`src/rtl/fcld_pkg.sv`:
```
// ----------------------------------------------------------------------------
// fcld_pkg
// shared types and constants of the ftp control line dissector
// ----------------------------------------------------------------------------
package fcld_pkg;

   localparam logic [3:0] KIND_CODE  = 4'd0;
   localparam logic [3:0] KIND_VERB  = 4'd1;
   localparam logic [3:0] KIND_PASS  = 4'd2;
   localparam logic [3:0] KIND_USER  = 4'd3;
   localparam logic [3:0] KIND_CWD   = 4'd4;
   localparam logic [3:0] KIND_TYPE  = 4'd5;
   localparam logic [3:0] KIND_RETR  = 4'd6;
   localparam logic [3:0] KIND_STOR  = 4'd7;
   localparam logic [3:0] KIND_PWD   = 4'd8;
   localparam logic [3:0] KIND_TLS   = 4'd9;
   localparam logic [3:0] KIND_WARN  = 4'd10;

   localparam logic [7:0] CHAR_TAB   = 8'h09;
   localparam logic [7:0] CHAR_LF    = 8'h0A;
   localparam logic [7:0] CHAR_CR    = 8'h0D;
   localparam logic [7:0] CHAR_SPACE = 8'h20;
   localparam logic [7:0] CHAR_TILDE = 8'h7E;

   localparam logic [15:0] CONTROL_PORT_RESET = 16'd21;

   // keywords, first byte in low bits
   localparam logic [31:0] KW_PASS = 32'h5353_4150;
   localparam logic [31:0] KW_USER = 32'h5245_5355;
   localparam logic [31:0] KW_AUTH = 32'h4854_5541;
   localparam logic [31:0] KW_TYPE = 32'h4550_5954;
   localparam logic [31:0] KW_RETR = 32'h5254_4552;
   localparam logic [31:0] KW_STOR = 32'h524F_5453;
   localparam logic [23:0] KW_CWD  = 24'h44_5743;
   localparam logic [23:0] KW_PWD  = 24'h44_5750;
   localparam logic [23:0] KW_TLS  = 24'h53_4C54;

   typedef enum logic [2:0] {
      SRC_WARN,
      SRC_CODE,
      SRC_VERB,
      SRC_PASS,
      SRC_ARG,
      SRC_TLS
   } src_type;

   typedef struct packed {
      logic    ready;
      logic    add;
      logic    add_cr;
      logic    set_pending;
      logic    clr_pending;
      logic    clear_line;
      logic    set_stop;
      logic    inc_lines;
      logic    emit;
      src_type src;
      logic    chunk_rst;
      logic    chunk_inc;
      logic    arg_read;
      logic    flush;
   } cmd_type;

   typedef struct packed {
      logic req_valid;
      logic stopped;
      logic pending;
      logic byte_lf;
      logic byte_cr;
      logic last;
      logic printable;
      logic nonempty;
      logic resp_dir;
      logic lines_zero;
      logic code_ok;
      logic verb_more;
      logic is_pass;
      logic tag_arg;
      logic is_tls;
      logic arg_more;
      logic hold_valid;
      logic out_free;
   } status_type;

   function automatic logic [7:0] upcase(input logic [7:0] c);
      upcase = (c >= 8'h61 && c <= 8'h7A) ? c - 8'h20 : c;
   endfunction

endpackage

```
`src/rtl/fcld_if.sv`:
```
// ----------------------------------------------------------------------------
// fcld channel interfaces
// request, response and register write channels
// ----------------------------------------------------------------------------
interface fcld_req_if;
   logic        valid;
   logic        ready;
   logic [7:0]  data_byte;
   logic        first_of_buffer;
   logic        last_of_buffer;
   logic [15:0] dest_port;
   modport source (output valid, data_byte, first_of_buffer, last_of_buffer, dest_port,
                   input ready);
   modport sink   (input valid, data_byte, first_of_buffer, last_of_buffer, dest_port,
                   output ready);
endinterface

interface fcld_rsp_if;
   logic        valid;
   logic        ready;
   logic [3:0]  kind;
   logic [63:0] payload_word;
   logic [3:0]  byte_count;
   logic        last_of_run;
   modport source (output valid, kind, payload_word, byte_count, last_of_run,
                   input ready);
   modport sink   (input valid, kind, payload_word, byte_count, last_of_run,
                   output ready);
endinterface

interface fcld_csr_if;
   logic        valid;
   logic        ready;
   logic [15:0] data;
   modport source (output valid, data, input ready);
   modport sink   (input valid, data, output ready);
endinterface

```
`src/rtl/fcld_datapath.sv`:
```
// ----------------------------------------------------------------------------
// fcld_datapath
// line state, verb and argument stores, result hold and output registers
// ----------------------------------------------------------------------------
module fcld_datapath #(
   parameter int MAX_LINES  = 8,
   parameter int VERB_BYTES = 16,
   parameter int ARG_BYTES  = 256
) (
   input  logic                 clock,
   input  logic                 reset,
   fcld_req_if.sink             req,
   fcld_rsp_if.source           rsp,
   fcld_csr_if.sink             csr,
   input  fcld_pkg::cmd_type    cmd,
   output fcld_pkg::status_type status
);

   localparam int VERB_WORDS = (VERB_BYTES + 7) / 8;
   localparam int ARG_ROWS   = (ARG_BYTES + 7) / 8;
   localparam int VL_W       = $clog2(VERB_BYTES + 1);
   localparam int VI_W       = $clog2(VERB_BYTES);
   localparam int AL_W       = $clog2(ARG_BYTES + 1);
   localparam int ROW_W      = $clog2(ARG_ROWS);
   localparam int MAXC       = (ARG_ROWS > VERB_WORDS) ? ARG_ROWS : VERB_WORDS;
   localparam int CHUNK_W    = $clog2(MAXC + 1);
   localparam int LEN_W      = (AL_W > CHUNK_W + 3) ? AL_W + 1 : CHUNK_W + 4;

   logic [15:0] control_port_ff;
   logic [7:0]  byte_ff;
   logic        last_ff;
   logic        resp_dir_ff;
   logic        stopped_ff;
   logic [3:0]  lines_ff;
   logic        pending_ff;
   logic        printable_ff;
   logic        nonempty_ff;
   logic        in_verb_ff;
   logic [VL_W-1:0] vlen_ff;
   logic [AL_W-1:0] alen_ff;
   logic [VERB_WORDS*64-1:0] verb_ff;
   logic [23:0] arg_head_ff;
   logic [CHUNK_W-1:0] chunk_ff;
   logic [63:0] arg_mem [ARG_ROWS];
   logic [63:0] arg_rd_ff;

   logic        hold_valid_ff;
   logic [3:0]  hold_kind_ff;
   logic [63:0] hold_word_ff;
   logic [3:0]  hold_cnt_ff;
   logic        out_valid_ff;
   logic [3:0]  out_kind_ff;
   logic [63:0] out_word_ff;
   logic [3:0]  out_cnt_ff;
   logic        out_last_ff;

   logic        accept;
   logic [7:0]  add_b;
   logic        add_printable;
   logic [31:0] verb4;
   logic        is_pass, is_user, is_cwd, is_type, is_retr, is_stor, is_pwd, is_auth;
   logic [3:0]  arg_kind;
   logic [LEN_W-1:0] vrem, arem;
   logic [3:0]  vcnt, acnt;
   logic [63:0] vword, vword_up, emit_word, mask_v, mask_a;
   logic [3:0]  emit_kind, emit_cnt;
   logic [3:0]  lines_inc;
   logic        out_free;
   logic [VI_W-1:0]  vidx;
   logic [ROW_W-1:0] arow;

   assign accept   = req.valid & req.ready;
   assign req.ready = cmd.ready;
   assign csr.ready = 1'b1;
   assign out_free  = !out_valid_ff || rsp.ready;
   assign add_b     = cmd.add_cr ? fcld_pkg::CHAR_CR : byte_ff;
   assign add_printable = (add_b == fcld_pkg::CHAR_TAB) ||
                          (add_b >= fcld_pkg::CHAR_SPACE && add_b <= fcld_pkg::CHAR_TILDE);
   assign lines_inc = lines_ff + 4'd1;
   assign vidx      = VI_W'(vlen_ff);
   assign arow      = ROW_W'(alen_ff >> 3);

   assign verb4 = {fcld_pkg::upcase(verb_ff[31:24]), fcld_pkg::upcase(verb_ff[23:16]),
                   fcld_pkg::upcase(verb_ff[15:8]), fcld_pkg::upcase(verb_ff[7:0])};
   assign is_pass = (vlen_ff == VL_W'(4)) && (verb4 == fcld_pkg::KW_PASS);
   assign is_user = (vlen_ff == VL_W'(4)) && (verb4 == fcld_pkg::KW_USER);
   assign is_type = (vlen_ff == VL_W'(4)) && (verb4 == fcld_pkg::KW_TYPE);
   assign is_retr = (vlen_ff == VL_W'(4)) && (verb4 == fcld_pkg::KW_RETR);
   assign is_stor = (vlen_ff == VL_W'(4)) && (verb4 == fcld_pkg::KW_STOR);
   assign is_auth = (vlen_ff == VL_W'(4)) && (verb4 == fcld_pkg::KW_AUTH);
   assign is_cwd  = (vlen_ff == VL_W'(3)) && (verb4[23:0] == fcld_pkg::KW_CWD);
   assign is_pwd  = (vlen_ff == VL_W'(3)) && (verb4[23:0] == fcld_pkg::KW_PWD);

   always_comb begin
      arg_kind = 4'd0;
      if (is_user)      arg_kind = fcld_pkg::KIND_USER;
      else if (is_cwd)  arg_kind = fcld_pkg::KIND_CWD;
      else if (is_type) arg_kind = fcld_pkg::KIND_TYPE;
      else if (is_retr) arg_kind = fcld_pkg::KIND_RETR;
      else if (is_stor) arg_kind = fcld_pkg::KIND_STOR;
      else if (is_pwd)  arg_kind = fcld_pkg::KIND_PWD;
   end

   assign vrem = LEN_W'(vlen_ff) - (LEN_W'(chunk_ff) << 3);
   assign arem = LEN_W'(alen_ff) - (LEN_W'(chunk_ff) << 3);
   assign vcnt = (vrem >= LEN_W'(8)) ? 4'd8 : 4'(vrem);
   assign acnt = (arem >= LEN_W'(8)) ? 4'd8 : 4'(arem);

   always_comb begin
      vword = '0;
      for (int w = 0; w < VERB_WORDS; w++) begin
         if (chunk_ff == CHUNK_W'(w)) vword = verb_ff[w*64 +: 64];
      end
      for (int j = 0; j < 8; j++) begin
         vword_up[j*8 +: 8] = fcld_pkg::upcase(vword[j*8 +: 8]);
         mask_v[j*8 +: 8]   = (4'(j) < vcnt) ? 8'hFF : 8'h00;
         mask_a[j*8 +: 8]   = (4'(j) < acnt) ? 8'hFF : 8'h00;
      end
   end

   always_comb begin
      emit_kind = fcld_pkg::KIND_WARN;
      emit_word = '0;
      emit_cnt  = 4'd0;
      case (cmd.src)
         fcld_pkg::SRC_CODE: begin
            emit_kind = fcld_pkg::KIND_CODE;
            emit_word = {40'd0, verb_ff[23:0]};
            emit_cnt  = 4'd3;
         end
         fcld_pkg::SRC_VERB: begin
            emit_kind = fcld_pkg::KIND_VERB;
            emit_word = vword_up & mask_v;
            emit_cnt  = vcnt;
         end
         fcld_pkg::SRC_PASS: emit_kind = fcld_pkg::KIND_PASS;
         fcld_pkg::SRC_ARG: begin
            emit_kind = arg_kind;
            emit_word = arg_rd_ff & mask_a;
            emit_cnt  = acnt;
         end
         fcld_pkg::SRC_TLS:  emit_kind = fcld_pkg::KIND_TLS;
         default:            emit_kind = fcld_pkg::KIND_WARN;
      endcase
   end

   always_comb begin
      status.req_valid  = req.valid;
      status.stopped    = stopped_ff;
      status.pending    = pending_ff;
      status.byte_lf    = (byte_ff == fcld_pkg::CHAR_LF);
      status.byte_cr    = (byte_ff == fcld_pkg::CHAR_CR);
      status.last       = last_ff;
      status.printable  = printable_ff;
      status.nonempty   = nonempty_ff;
      status.resp_dir   = resp_dir_ff;
      status.lines_zero = (lines_ff == 4'd0);
      status.code_ok    = (vlen_ff >= VL_W'(3)) &&
                          verb_ff[7:0] >= 8'h30 && verb_ff[7:0] <= 8'h39 &&
                          verb_ff[15:8] >= 8'h30 && verb_ff[15:8] <= 8'h39 &&
                          verb_ff[23:16] >= 8'h30 && verb_ff[23:16] <= 8'h39;
      status.verb_more  = vrem > LEN_W'(8);
      status.is_pass    = is_pass;
      status.tag_arg    = (arg_kind != 4'd0) && (alen_ff != '0);
      status.is_tls     = is_auth && (alen_ff >= AL_W'(3)) &&
                          {fcld_pkg::upcase(arg_head_ff[23:16]),
                           fcld_pkg::upcase(arg_head_ff[15:8]),
                           fcld_pkg::upcase(arg_head_ff[7:0])} == fcld_pkg::KW_TLS;
      status.arg_more   = arem > LEN_W'(8);
      status.hold_valid = hold_valid_ff;
      status.out_free   = out_free;
   end

   // line state
   always_ff @(posedge clock) begin
      if (reset) begin
         control_port_ff <= fcld_pkg::CONTROL_PORT_RESET;
         resp_dir_ff     <= 1'b0;
         stopped_ff      <= 1'b0;
         lines_ff        <= 4'd0;
         pending_ff      <= 1'b0;
         printable_ff    <= 1'b1;
         nonempty_ff     <= 1'b0;
         in_verb_ff      <= 1'b1;
         vlen_ff         <= '0;
         alen_ff         <= '0;
         chunk_ff        <= '0;
      end else begin
         if (csr.valid) control_port_ff <= csr.data;
         if (accept && req.first_of_buffer) begin
            resp_dir_ff  <= req.dest_port != control_port_ff;
            stopped_ff   <= 1'b0;
            lines_ff     <= 4'd0;
            pending_ff   <= 1'b0;
            printable_ff <= 1'b1;
            nonempty_ff  <= 1'b0;
            in_verb_ff   <= 1'b1;
            vlen_ff      <= '0;
            alen_ff      <= '0;
         end
         if (cmd.set_pending) pending_ff <= 1'b1;
         if (cmd.clr_pending) pending_ff <= 1'b0;
         if (cmd.add) begin
            if (!add_printable) printable_ff <= 1'b0;
            nonempty_ff <= 1'b1;
            if (in_verb_ff) begin
               if (add_b == fcld_pkg::CHAR_SPACE) in_verb_ff <= 1'b0;
               else if (vlen_ff < VL_W'(VERB_BYTES)) vlen_ff <= vlen_ff + 1'b1;
            end else if (alen_ff < AL_W'(ARG_BYTES)) begin
               alen_ff <= alen_ff + 1'b1;
            end
         end
         if (cmd.inc_lines) begin
            lines_ff <= lines_inc;
            if (lines_inc >= 4'(MAX_LINES)) stopped_ff <= 1'b1;
         end
         if (cmd.set_stop) stopped_ff <= 1'b1;
         if (cmd.clear_line) begin
            pending_ff   <= 1'b0;
            printable_ff <= 1'b1;
            nonempty_ff  <= 1'b0;
            in_verb_ff   <= 1'b1;
            vlen_ff      <= '0;
            alen_ff      <= '0;
         end
         if (cmd.chunk_rst) chunk_ff <= '0;
         else if (cmd.chunk_inc) chunk_ff <= chunk_ff + 1'b1;
      end
   end

   // item and stores
   always_ff @(posedge clock) begin
      if (accept) begin
         byte_ff <= req.data_byte;
         last_ff <= req.last_of_buffer;
      end
      if (cmd.add && in_verb_ff && add_b != fcld_pkg::CHAR_SPACE &&
          vlen_ff < VL_W'(VERB_BYTES)) begin
         for (int k = 0; k < VERB_BYTES; k++) begin
            if (vidx == VI_W'(k)) verb_ff[k*8 +: 8] <= add_b;
         end
      end
      if (cmd.add && !in_verb_ff && alen_ff < AL_W'(ARG_BYTES)) begin
         arg_mem[arow][alen_ff[2:0]*8 +: 8] <= add_b;
         if (alen_ff == AL_W'(0)) arg_head_ff[7:0]   <= add_b;
         if (alen_ff == AL_W'(1)) arg_head_ff[15:8]  <= add_b;
         if (alen_ff == AL_W'(2)) arg_head_ff[23:16] <= add_b;
      end
      if (cmd.arg_read) arg_rd_ff <= arg_mem[ROW_W'(chunk_ff)];
   end

   // result hold and output register
   always_ff @(posedge clock) begin
      if (reset) begin
         hold_valid_ff <= 1'b0;
         out_valid_ff  <= 1'b0;
      end else begin
         if (cmd.emit) begin
            hold_valid_ff <= 1'b1;
            out_valid_ff  <= hold_valid_ff | (out_valid_ff & !rsp.ready);
         end else if (cmd.flush) begin
            hold_valid_ff <= 1'b0;
            out_valid_ff  <= 1'b1;
         end else if (rsp.ready) begin
            out_valid_ff  <= 1'b0;
         end
      end
   end

   always_ff @(posedge clock) begin
      if (cmd.emit) begin
         hold_kind_ff <= emit_kind;
         hold_word_ff <= emit_word;
         hold_cnt_ff  <= emit_cnt;
      end
      if ((cmd.emit && hold_valid_ff) || cmd.flush) begin
         out_kind_ff <= hold_kind_ff;
         out_word_ff <= hold_word_ff;
         out_cnt_ff  <= hold_cnt_ff;
         out_last_ff <= cmd.flush;
      end
   end

   assign rsp.valid        = out_valid_ff;
   assign rsp.kind         = out_kind_ff;
   assign rsp.payload_word = out_word_ff;
   assign rsp.byte_count   = out_cnt_ff;
   assign rsp.last_of_run  = out_last_ff;

endmodule

```
`src/rtl/fcld_ctrl.sv`:
```
// ----------------------------------------------------------------------------
// fcld_ctrl
// sequencer for byte intake, line finish and result emission
// ----------------------------------------------------------------------------
module fcld_ctrl (
   input  logic                 clock,
   input  logic                 reset,
   input  fcld_pkg::status_type status,
   output fcld_pkg::cmd_type    cmd
);

   typedef enum logic [3:0] {
      S_IDLE, S_STEP, S_BYTE, S_LCR, S_FIN, S_VERB, S_KEY,
      S_ARGRD, S_ARGEM, S_DONE, S_END
   } state_type;

   state_type state_ff, state_in;
   logic      can_emit;

   assign can_emit = !status.hold_valid || status.out_free;

   always_comb begin
      cmd      = '0;
      cmd.src  = fcld_pkg::SRC_WARN;
      state_in = state_ff;
      unique case (state_ff)
         S_IDLE: begin
            cmd.ready = 1'b1;
            if (status.req_valid) state_in = S_STEP;
         end
         S_STEP: begin
            if (status.stopped) begin
               state_in = S_END;
            end else if (status.byte_lf) begin
               cmd.clr_pending = 1'b1;
               state_in = S_FIN;
            end else begin
               if (status.pending) begin
                  cmd.add         = 1'b1;
                  cmd.add_cr      = 1'b1;
                  cmd.clr_pending = 1'b1;
               end
               state_in = S_BYTE;
            end
         end
         S_BYTE: begin
            if (status.byte_cr) cmd.set_pending = 1'b1;
            else cmd.add = 1'b1;
            state_in = status.last ? S_LCR : S_END;
         end
         S_LCR: begin
            if (status.pending) begin
               cmd.add         = 1'b1;
               cmd.add_cr      = 1'b1;
               cmd.clr_pending = 1'b1;
            end
            state_in = S_FIN;
         end
         S_FIN: begin
            if (!status.printable) begin
               if (!status.lines_zero || can_emit) begin
                  cmd.emit       = status.lines_zero;
                  cmd.src        = fcld_pkg::SRC_WARN;
                  cmd.set_stop   = 1'b1;
                  cmd.clear_line = 1'b1;
                  state_in       = S_END;
               end
            end else if (!status.nonempty) begin
               cmd.clear_line = 1'b1;
               state_in       = S_END;
            end else if (status.resp_dir) begin
               if (!status.code_ok || can_emit) begin
                  cmd.emit       = status.code_ok;
                  cmd.src        = fcld_pkg::SRC_CODE;
                  cmd.inc_lines  = 1'b1;
                  cmd.clear_line = 1'b1;
                  state_in       = S_END;
               end
            end else begin
               cmd.chunk_rst = 1'b1;
               state_in      = S_VERB;
            end
         end
         S_VERB: begin
            if (can_emit) begin
               cmd.emit = 1'b1;
               cmd.src  = fcld_pkg::SRC_VERB;
               if (status.verb_more) begin
                  cmd.chunk_inc = 1'b1;
               end else begin
                  cmd.chunk_rst = 1'b1;
                  state_in      = S_KEY;
               end
            end
         end
         S_KEY: begin
            if (status.is_pass) begin
               if (can_emit) begin
                  cmd.emit = 1'b1;
                  cmd.src  = fcld_pkg::SRC_PASS;
                  state_in = S_DONE;
               end
            end else if (status.tag_arg) begin
               state_in = S_ARGRD;
            end else if (status.is_tls) begin
               if (can_emit) begin
                  cmd.emit = 1'b1;
                  cmd.src  = fcld_pkg::SRC_TLS;
                  state_in = S_DONE;
               end
            end else begin
               state_in = S_DONE;
            end
         end
         S_ARGRD: begin
            cmd.arg_read = 1'b1;
            state_in     = S_ARGEM;
         end
         S_ARGEM: begin
            if (can_emit) begin
               cmd.emit      = 1'b1;
               cmd.src       = fcld_pkg::SRC_ARG;
               cmd.chunk_inc = 1'b1;
               state_in      = status.arg_more ? S_ARGRD : S_DONE;
            end
         end
         S_DONE: begin
            cmd.inc_lines  = 1'b1;
            cmd.clear_line = 1'b1;
            state_in       = S_END;
         end
         S_END: begin
            if (status.last) begin
               cmd.set_stop   = 1'b1;
               cmd.clear_line = 1'b1;
            end
            if (!status.hold_valid) begin
               state_in = S_IDLE;
            end else if (status.out_free) begin
               cmd.flush = 1'b1;
               state_in  = S_IDLE;
            end
         end
         default: state_in = S_IDLE;
      endcase
   end

   always_ff @(posedge clock) begin
      if (reset) state_ff <= S_IDLE;
      else state_ff <= state_in;
   end

endmodule

```
`src/rtl/ftp_control_line_dissector.sv`:
```
// ----------------------------------------------------------------------------
// ftp_control_line_dissector
// splits an ftp control payload into lines and reports codes, verbs, arguments
//
//   channel  dir  handshake    contents
//   req      in   valid/ready  data_byte, first_of_buffer, last_of_buffer, dest_port
//   rsp      out  valid/ready  kind, payload_word, byte_count, last_of_run
//   csr      in   valid/ready  data (control_port), always ready
//
// a byte that ends no line passes step, byte and end, skipping byte while stopped
// an lf in the command direction passes step, fin, verb per verb result, key,
// argument read and emit per argument result, done and end; a response, blank or
// warning line passes step, fin, end; a last byte without lf adds byte and lcr steps
// reset is synchronous and active high, control_port returns to 21
// a stalled rsp holds the sequencer once the hold and output words are full
// ----------------------------------------------------------------------------
module ftp_control_line_dissector #(
   parameter int MAX_LINES  = 8,
   parameter int VERB_BYTES = 16,
   parameter int ARG_BYTES  = 256
) (
   input logic        clock,
   input logic        reset,
   fcld_req_if.sink   req_chan,
   fcld_rsp_if.source rsp_chan,
   fcld_csr_if.sink   csr_chan
);

   fcld_pkg::cmd_type    cmd;
   fcld_pkg::status_type status;

   fcld_ctrl u_ctrl (
      .clock  (clock),
      .reset  (reset),
      .status (status),
      .cmd    (cmd)
   );

   fcld_datapath #(
      .MAX_LINES  (MAX_LINES),
      .VERB_BYTES (VERB_BYTES),
      .ARG_BYTES  (ARG_BYTES)
   ) u_datapath (
      .clock  (clock),
      .reset  (reset),
      .req    (req_chan),
      .rsp    (rsp_chan),
      .csr    (csr_chan),
      .cmd    (cmd),
      .status (status)
   );

endmodule

```
`src/flat_wrapper.sv`:
```
// flat-port wrapper written by rule: the top's interface ports become plain ports
module ftp_control_line_dissector_flat 
#(
   parameter int MAX_LINES  = 8,
   parameter int VERB_BYTES = 16,
   parameter int ARG_BYTES  = 256
)
  (clock, reset, req_chan_valid, req_chan_data_byte, req_chan_first_of_buffer, req_chan_last_of_buffer, req_chan_dest_port, req_chan_ready, rsp_chan_valid, rsp_chan_kind, rsp_chan_payload_word, rsp_chan_byte_count, rsp_chan_last_of_run, rsp_chan_ready, csr_chan_valid, csr_chan_data, csr_chan_ready);
  fcld_req_if req_chan_i ();
  fcld_rsp_if rsp_chan_i ();
  fcld_csr_if csr_chan_i ();
  input logic clock;
  input logic reset;
  input wire logic [$bits(req_chan_i.valid)-1:0] req_chan_valid;
  input wire logic [$bits(req_chan_i.data_byte)-1:0] req_chan_data_byte;
  input wire logic [$bits(req_chan_i.first_of_buffer)-1:0] req_chan_first_of_buffer;
  input wire logic [$bits(req_chan_i.last_of_buffer)-1:0] req_chan_last_of_buffer;
  input wire logic [$bits(req_chan_i.dest_port)-1:0] req_chan_dest_port;
  output wire logic [$bits(req_chan_i.ready)-1:0] req_chan_ready;
  output wire logic [$bits(rsp_chan_i.valid)-1:0] rsp_chan_valid;
  output wire logic [$bits(rsp_chan_i.kind)-1:0] rsp_chan_kind;
  output wire logic [$bits(rsp_chan_i.payload_word)-1:0] rsp_chan_payload_word;
  output wire logic [$bits(rsp_chan_i.byte_count)-1:0] rsp_chan_byte_count;
  output wire logic [$bits(rsp_chan_i.last_of_run)-1:0] rsp_chan_last_of_run;
  input wire logic [$bits(rsp_chan_i.ready)-1:0] rsp_chan_ready;
  input wire logic [$bits(csr_chan_i.valid)-1:0] csr_chan_valid;
  input wire logic [$bits(csr_chan_i.data)-1:0] csr_chan_data;
  output wire logic [$bits(csr_chan_i.ready)-1:0] csr_chan_ready;
  assign req_chan_i.valid = req_chan_valid;
  assign req_chan_i.data_byte = req_chan_data_byte;
  assign req_chan_i.first_of_buffer = req_chan_first_of_buffer;
  assign req_chan_i.last_of_buffer = req_chan_last_of_buffer;
  assign req_chan_i.dest_port = req_chan_dest_port;
  assign req_chan_ready = req_chan_i.ready;
  assign rsp_chan_valid = rsp_chan_i.valid;
  assign rsp_chan_kind = rsp_chan_i.kind;
  assign rsp_chan_payload_word = rsp_chan_i.payload_word;
  assign rsp_chan_byte_count = rsp_chan_i.byte_count;
  assign rsp_chan_last_of_run = rsp_chan_i.last_of_run;
  assign rsp_chan_i.ready = rsp_chan_ready;
  assign csr_chan_i.valid = csr_chan_valid;
  assign csr_chan_i.data = csr_chan_data;
  assign csr_chan_ready = csr_chan_i.ready;
  ftp_control_line_dissector #(.MAX_LINES(MAX_LINES), .VERB_BYTES(VERB_BYTES), .ARG_BYTES(ARG_BYTES)) u_core (.clock(clock), .reset(reset), .req_chan(req_chan_i), .rsp_chan(rsp_chan_i), .csr_chan(csr_chan_i));
endmodule
```
`config.mk`:
```
export PLATFORM = sky130hd
export DESIGN_NAME = ftp_control_line_dissector_flat
export DESIGN_NICKNAME = d
export VERILOG_FILES = /design/src/rtl/fcld_pkg.sv /design/src/rtl/fcld_if.sv /design/src/rtl/fcld_datapath.sv /design/src/rtl/fcld_ctrl.sv /design/src/rtl/ftp_control_line_dissector.sv /design/src/flat_wrapper.sv
export SDC_FILE = /design/constraint.sdc
export NUM_CORES = 2
export LEC_CHECK = 0
export BUFFER_PORTS_ARGS = -buffer_cell sky130_fd_sc_hd__buf_4
export CAP_MARGIN = 0
export CORE_MARGIN = 2
export CORE_UTILIZATION = 35
export CTS_BUF_LIST = sky130_fd_sc_hd__clkbuf_8
export DETAILED_ROUTE_END_ITERATION = 8
export SYNTH_ARGS = -nofsm -noshare
export SYNTH_HDL_FRONTEND = slang
export SYNTH_HIERARCHICAL = 1
export SYNTH_SLANG_ARGS = --single-unit
export TNS_END_PERCENT = 5
```
`constraint.sdc`:
```
create_clock -name clock -period 11.5 [get_ports clock]
set_clock_uncertainty 0.05 [all_clocks]
set_input_delay 0.575 -clock clock [delete_from_list [all_inputs] [get_ports clock]]
set_output_delay 0.575 -clock clock [all_outputs]
set_load 0.1 [all_outputs]
```
# After elaboration in Yosys (flattened, before gate mapping)
# Memories as Yosys holds them, arrays and structs flattened. A register that Yosys moved wholly into a read port is not among the register bits.
# Cells that the tools add are included.
# op_classes
add_sub_neg	22
magnitude_cmp	63
n_eq_ne	57
shifts	2
mux	145
n_bitwise	5
reduce_logical	87
# op_table
cell	n
two-way mux 8 bit	32
== test 32 x 31 -> 1 bit (second input constant)	6
two-way mux 64 bit	3
case mux 64 bit (3 select lines)	1
two-way mux 4 bit	36
AND 64 bit	2
<= comparator 8 x 7 -> 1 bit (second input constant)	16
>= comparator 8 x 7 -> 1 bit (second input constant)	15
subtractor 8 x 6 -> 8 bit (second input constant)	15
== test 24 x 23 -> 1 bit (second input constant)	3
variable shift 8 x 34 -> 64 bit (first input constant)	1
variable part select 8 x 34 -> 64 bit	1
== test 4 bit (second input constant)	11
case mux 4 bit (11 select lines)	1
two-way mux 1 bit	42
logical AND 1 bit	40
AND reduction 2 bit	19
two-way mux 9 bit	4
two-way mux 5 bit	7
negator 6 -> 34 bit	1
== test 4 x 3 -> 1 bit (second input constant)	8
>= comparator 8 x 6 -> 1 bit (second input constant)	4
less-than comparator 3 x 4 -> 1 bit (first input constant)	8
== test 8 x 4 -> 1 bit (second input constant)	3
other kinds (54)	102
# word_totals
regBits	358
ramBits	2048
memories	1
# mem_list
name	words	word_bits	rd	rd_clocked_by_memory_dff	write_ports	line	text
u_core.u_datapath.arg_mem	32	64	1	1	1	fcld_datapath.sv:44	logic [63:0] arg_mem [ARG_ROWS];

# Longest topological paths before layout
# depth
ltp_word	18
ltp_mapped	22
mapped_depth_nobuf	20

# Cells and area by module
# Netlist, hierarchy kept.
# by_module_without_submodules
module	n_inst	cells_per_inst	area_per_inst_um2	seq_area_each_um2
fcld_datapath	1	4752	96497.5	73570.6
fcld_ctrl	1	116	753.2	80.1

# Worst setup path after synthesis
# Ideal clock, no wire load.
# synth_path
path_kind	reg-to-reg
from	register u_core.u_datapath.verb_ff[5]
to	register u_core.u_datapath.out_cnt_ff[0], in the netlist u_core/u_datapath/rsp.byte_count[0], enable pin
setup_time_ns	0.433
t_arrival_ns	7.639
t_required_ns	11.017
setup_slack_ns	3.377
stages_incl_launch_ff	16
n_path_buf	2
path_cell_list	edfxtp_1 clkbuf_1 inv_1 ha_1 xor2_1 o21a_1 or4_4 nor4_1 and3_1 buf_4 nand2b_1 a31oi_1 o32a_1 nor2_1 nand2_1 nand2_1
# synth_lines
item	line	text
start, declared	fcld_datapath.sv:41	logic [VERB_WORDS*64-1:0] verb_ff;
start signal, assigned by index	fcld_datapath.sv:240	if (vidx == VI_W'(k)) verb_ff[k*8 +: 8] <= add_b;
end signal, assigned	fcld_datapath.sv:279	out_cnt_ff <= hold_cnt_ff;
end, declared	fcld_datapath.sv:54	logic [3:0] out_cnt_ff;

==> flow_metrics.env <==
export IMPL_outcome="finished, final reports clean"
export IMPL_fillers=24490
export IMPL_critical_path_n_buffers_inverters=1
export IMPL_unrepaired_setup_endpoints_after_global_routing="false"
export IMPL_timing_max_slew_rel_slack_pct=10.14
export IMPL_drt_drc_violations_left=0
export IMPL_netlist_top_cells_area="edfxtp_1, mux4_2, nor2_1, nand2_1, dfxtp_1"
export IMPL_detail_route_wl_per_cell_um=27.45
export IMPL_layout_cells_most_common="edfxtp_1"
export IMPL_worstSetupStartpointType="flop"
export IMPL_grt_pass1_vias=49970
export IMPL_cp_data_required_time_ns=12.39
export IMPL_layout_cells_most_common_list="edfxtp_1, mux4_2, clkbuf_8, nor2_1, nand2_1"
export IMPL_power_frac_comb_pct=2.7
export IMPL_globalplace_congestion=0.9328
export IMPL_via_per_inst=5.427
export IMPL_final_design_area_no_fill_sq_um=110500
export IMPL_post_synth_top_area_cell="edfxtp_1"
export IMPL_setup_viol_count_final=0
export IMPL_async_flop_share_pct=0
export IMPL_synth_cells=4868
export IMPL_insertion_delay_to_the_later_sink_of_the_worst_skew_pair_ns=1.12
export IMPL_vias=50480
export IMPL_grt_antenna_before_repair=10
export IMPL_maximum_fanout_count_along_the_critical_path=8
export IMPL_ys_dominant_reg_cell="edfxtp_1"
export IMPL_buffers_on_ports=121
export IMPL_cts_root_buf="clkbuf_8"
export IMPL_io_pins=123
export IMPL_timing_hold_worst_class="input port to flop"
export IMPL_placement_cell_area_sq_um=102900
export IMPL_floorplan_initialDensity_pct=35.17
export IMPL_fp_dieW_um=531.1
export IMPL_post_synth_instance_area_sq_um=97250
export IMPL_yosys_cell_types_count=89
export IMPL_cp_slowest_cell="nor4_1"
export IMPL_sequentialPowerShare_pct=57.4
export IMPL_max_clock_freq_mhz=183.1
export IMPL_critical_path_cell_chain="inv_1 -> ha_1 -> o21ai_0 -> nand3b_1 -> nor4_1 -> nand4_1 -> a2111oi_0 -> a211oi_1 -> a32oi_1 -> nand2b_1 -> nor2_1 -> a31oi_1 -> nor3_1 -> nor2_1 -> and2_1 -> nand2_1 -> o21ai_1 -> nand2_1 -> o21ai_0 -> a211o_1"
export IMPL_area_share_of_the_largest_cell_type_after_synthesis_pct=74.66
export IMPL_timing_critical_path_to_type="flop"
export IMPL_grt_max_degree=144
export IMPL_antenna_left=0
export IMPL_final_nets=5388
export IMPL_post_route_cells_drive_above_1_share_pct=26.18
export IMPL_die_h_um=531.1
export IMPL_synthesis_yosys_warnings=6
export IMPL_p_leak_uw=0.02917
export IMPL_detail_route_wirelength_mm=255.3
export IMPL_power_share_clock_pct=40.0
export IMPL_cts_tree="done"
export IMPL_htree_levels=5
export IMPL_placement_rows=193
export IMPL_design_die_area_sq_um=282100
export IMPL_p_switching_uw=3680
export IMPL_hold_start="req_chan_first_of_buffer"
export IMPL_internal_power_uw=13510
export IMPL_worst_setup_path_type="flop to flop"
export IMPL_dp_final_hpwl_mm=155.4
export IMPL_vdd_drop_max_v=0.0001041
export IMPL_area_growth_syn_to_layout_pct=13.67
export IMPL_detailedRoute_firstIterationViolations=5956
export IMPL_dr_pass1_iterations=8
export IMPL_tightestPinTransition_ns=1.345
export IMPL_critPathArrivalTime_ns=6.35
export IMPL_power_density_nw_per_um2=155.5
export IMPL_critical_path_reg2reg_startpoint="u_core/u_datapath/verb_ff[13]$_DFFE_PP_"
export IMPL_finalCritPeriodShare_pct=47.50
export IMPL_coreArea_sq_um=276500
export IMPL_finalCoreUtilization_pct=39.98
export IMPL_grt_use_total_pct=17.87
export IMPL_mappedNetlistNets=4957
export IMPL_timing_max_transition_violations_final=0
export IMPL_global_route_wire_length_before_repair_mm=364.2
export IMPL_max_cap_viol_count=0
export IMPL_cts_buffers=392
export IMPL_yosysSeqAreaShare_pct=75.73
export IMPL_sw_frac_of_total_pct=21.40
export IMPL_syn_mean_instance_area_sq_um=19.98
export IMPL_grt_overflow_total=0
export IMPL_path_delay_family="simple AND/OR/NAND/NOR gates"
export IMPL_critPathMaxStageDelay_ns=0.57
export IMPL_finalWorstPathRequiredPeriod_ns=5.463
export IMPL_finalHoldViolations=0
export IMPL_clock_sinks=2470
export IMPL_startpoint="u_core/u_datapath/verb_ff[13]$_DFFE_PP_"
export IMPL_final_setup_tns_ns=0
export IMPL_synth_enable_flop_cells=2418
export IMPL_path_clk_slew_ns=0.06
export IMPL_count_of_state_elements_after_synthesis=2470
export IMPL_final_hold_worst_slack_ns=0.1514
export IMPL_clk_path_buf_depth=4
-- worst paths after layout --
| check | to | slack [ns] | cells after the start |
|---|---|---|---|
| hold / removal | u_core/u_datapath/vlen_ff[4]$_SDFF_PP0_ | 0.15 | 4 |
| hold reg to reg | u_core/u_datapath/rsp.payload_word[51]$_DFFE_PP_ | 0.36 | 0 |
| setup reg to reg | u_core/u_datapath/hold_word_ff[15]$_DFFE_PP_ | 6.04 | 20 |
| setup / recovery | u_core/u_datapath/hold_word_ff[15]$_DFFE_PP_ | 6.04 | 20 |
-- per-layer routing --
metal	track usage [%]	vias up	routed length [um]
li1	-	20790	-
met1	25.15	26810	106000
met2	27.25	2493	117200
met3	4.260	379	24790
met4	6.052	8	7350
met5	0	-	55
-- logic make-up after synthesis --
logic type | share of synthesized area [%]
xor gates and xnor gates | 0.2432
DFF | 75.73
adders and majority gates | 0.5558
other | 0.003856
buffers and inverters | 1.341
muxes | 14.98
AOI/OAI and AO/OA | 2.363
and+or+nand+nor | 4.785
-- power groups by stage --
| stage | Combinational [uW] | Sequential (uW) | Clock [uW] |
|---|---|---|---|
| floorplan | 288 | 10000 | 0 |
| global placement | 432 | 10000 | 0 |
| detailed placement | 437 | 10000 | 0 |
| CTS | 456 | 9860 | 7040 |
| global route | 488 | 9860 | 7420 |
| finish | 458 | 9860 | 6870 |
-- timing repair --
item	CTS	global route
endpoints found under the hold margin	41	0
endpoints found under the setup margin	0	0
hold buffers	59	0
resized for setup	0	0
setup buffers	0	0
-- worst reg2reg max path: cells and delay by family, from the launching register on --
kind / cells / cell delay, ns
AO/OA/AOI/OAI: 8 / 2.05
adder cells (fa/ha/maj): 1 / 0.29
buffers and inverters: 1 / 0.11
flip-flops: 1 / 0.49
AND/OR/NAND/NOR: 10 / 2.35
-- sequential cells by signal, indices dropped and copies added, names as in the netlist, 4 cells and up --
signal	cells
u_core/u_datapath/alen_ff	9
u_core/u_datapath/hold_kind_ff	4
u_core/u_datapath/verb_ff	128
u_core/u_datapath/lines_ff	4
u_core/u_datapath/rsp.byte_count	4
u_core/u_datapath/arg_mem	2048
u_core/u_datapath/arg_head_ff	24
u_core/u_datapath/arg_rd_ff	64
u_core/u_datapath/rsp.kind	4
u_core/u_datapath/control_port_ff	16
u_core/u_datapath/hold_cnt_ff	4
u_core/u_datapath/hold_word_ff	64
u_core/u_ctrl/state_ff	4
u_core/u_datapath/vlen_ff	5
u_core/u_datapath/chunk_ff	6
u_core/u_datapath/byte_ff	8
u_core/u_datapath/rsp.payload_word	64
-- Yosys cell counts (5+ instances only) --
cell type,n
a211o_1,6
a211oi_1,13
a21o_1,21
a21oi_1,50
a22o_1,52
a22oi_1,39
a31oi_1,14
and2_1,5
and3_1,12
buf_1,17
buf_2,60
buf_4,14
clkbuf_1,158
dfxtp_1,52
edfxtp_1,2418
ha_1,40
inv_1,58
mux2i_1,15
mux4_2,640
nand2_1,318
nand2b_1,23
nand3_1,46
nand4_1,22
nand4b_1,5
nor2_1,455
nor2b_1,21
nor3_1,51
nor3b_1,14
nor4_1,20
nor4b_1,6
o211ai_1,9
o21ai_0,32
o21ai_1,7
o22ai_1,14
o2bb2ai_1,9
or2_2,8
or3_1,8
xnor2_1,9
xor2_1,18
-- area by class of cell --
class / count / area [sq um] / area share (%)
diodes: 8 / 20.02 / 0.01811
clock buffers: 407 / 5602 / 5.067
clock inverters: 276 / 1449 / 1.311
inverters: 60 / 232.7 / 0.2105
multi-input cells: 2087 / 22560 / 20.40
flip-flops and latches: 2470 / 73670 / 66.64
well taps: 3705 / 4636 / 4.193
repair buffers: 288 / 2385 / 2.157
-- stage by stage --
step           worst slack, ns  total power, uW  instances
6_report                 6.037            17190       9301
5_1_grt                  5.670            17760       9294
4_1_cts                  6.278            17350       9293
3_5_place_dp             6.283            10480       8551
3_3_place_gp             6.155            10480       8551
2_1_floorplan            3.377            10310       4868
Note: power is estimated with default switching activity, not from simulation.
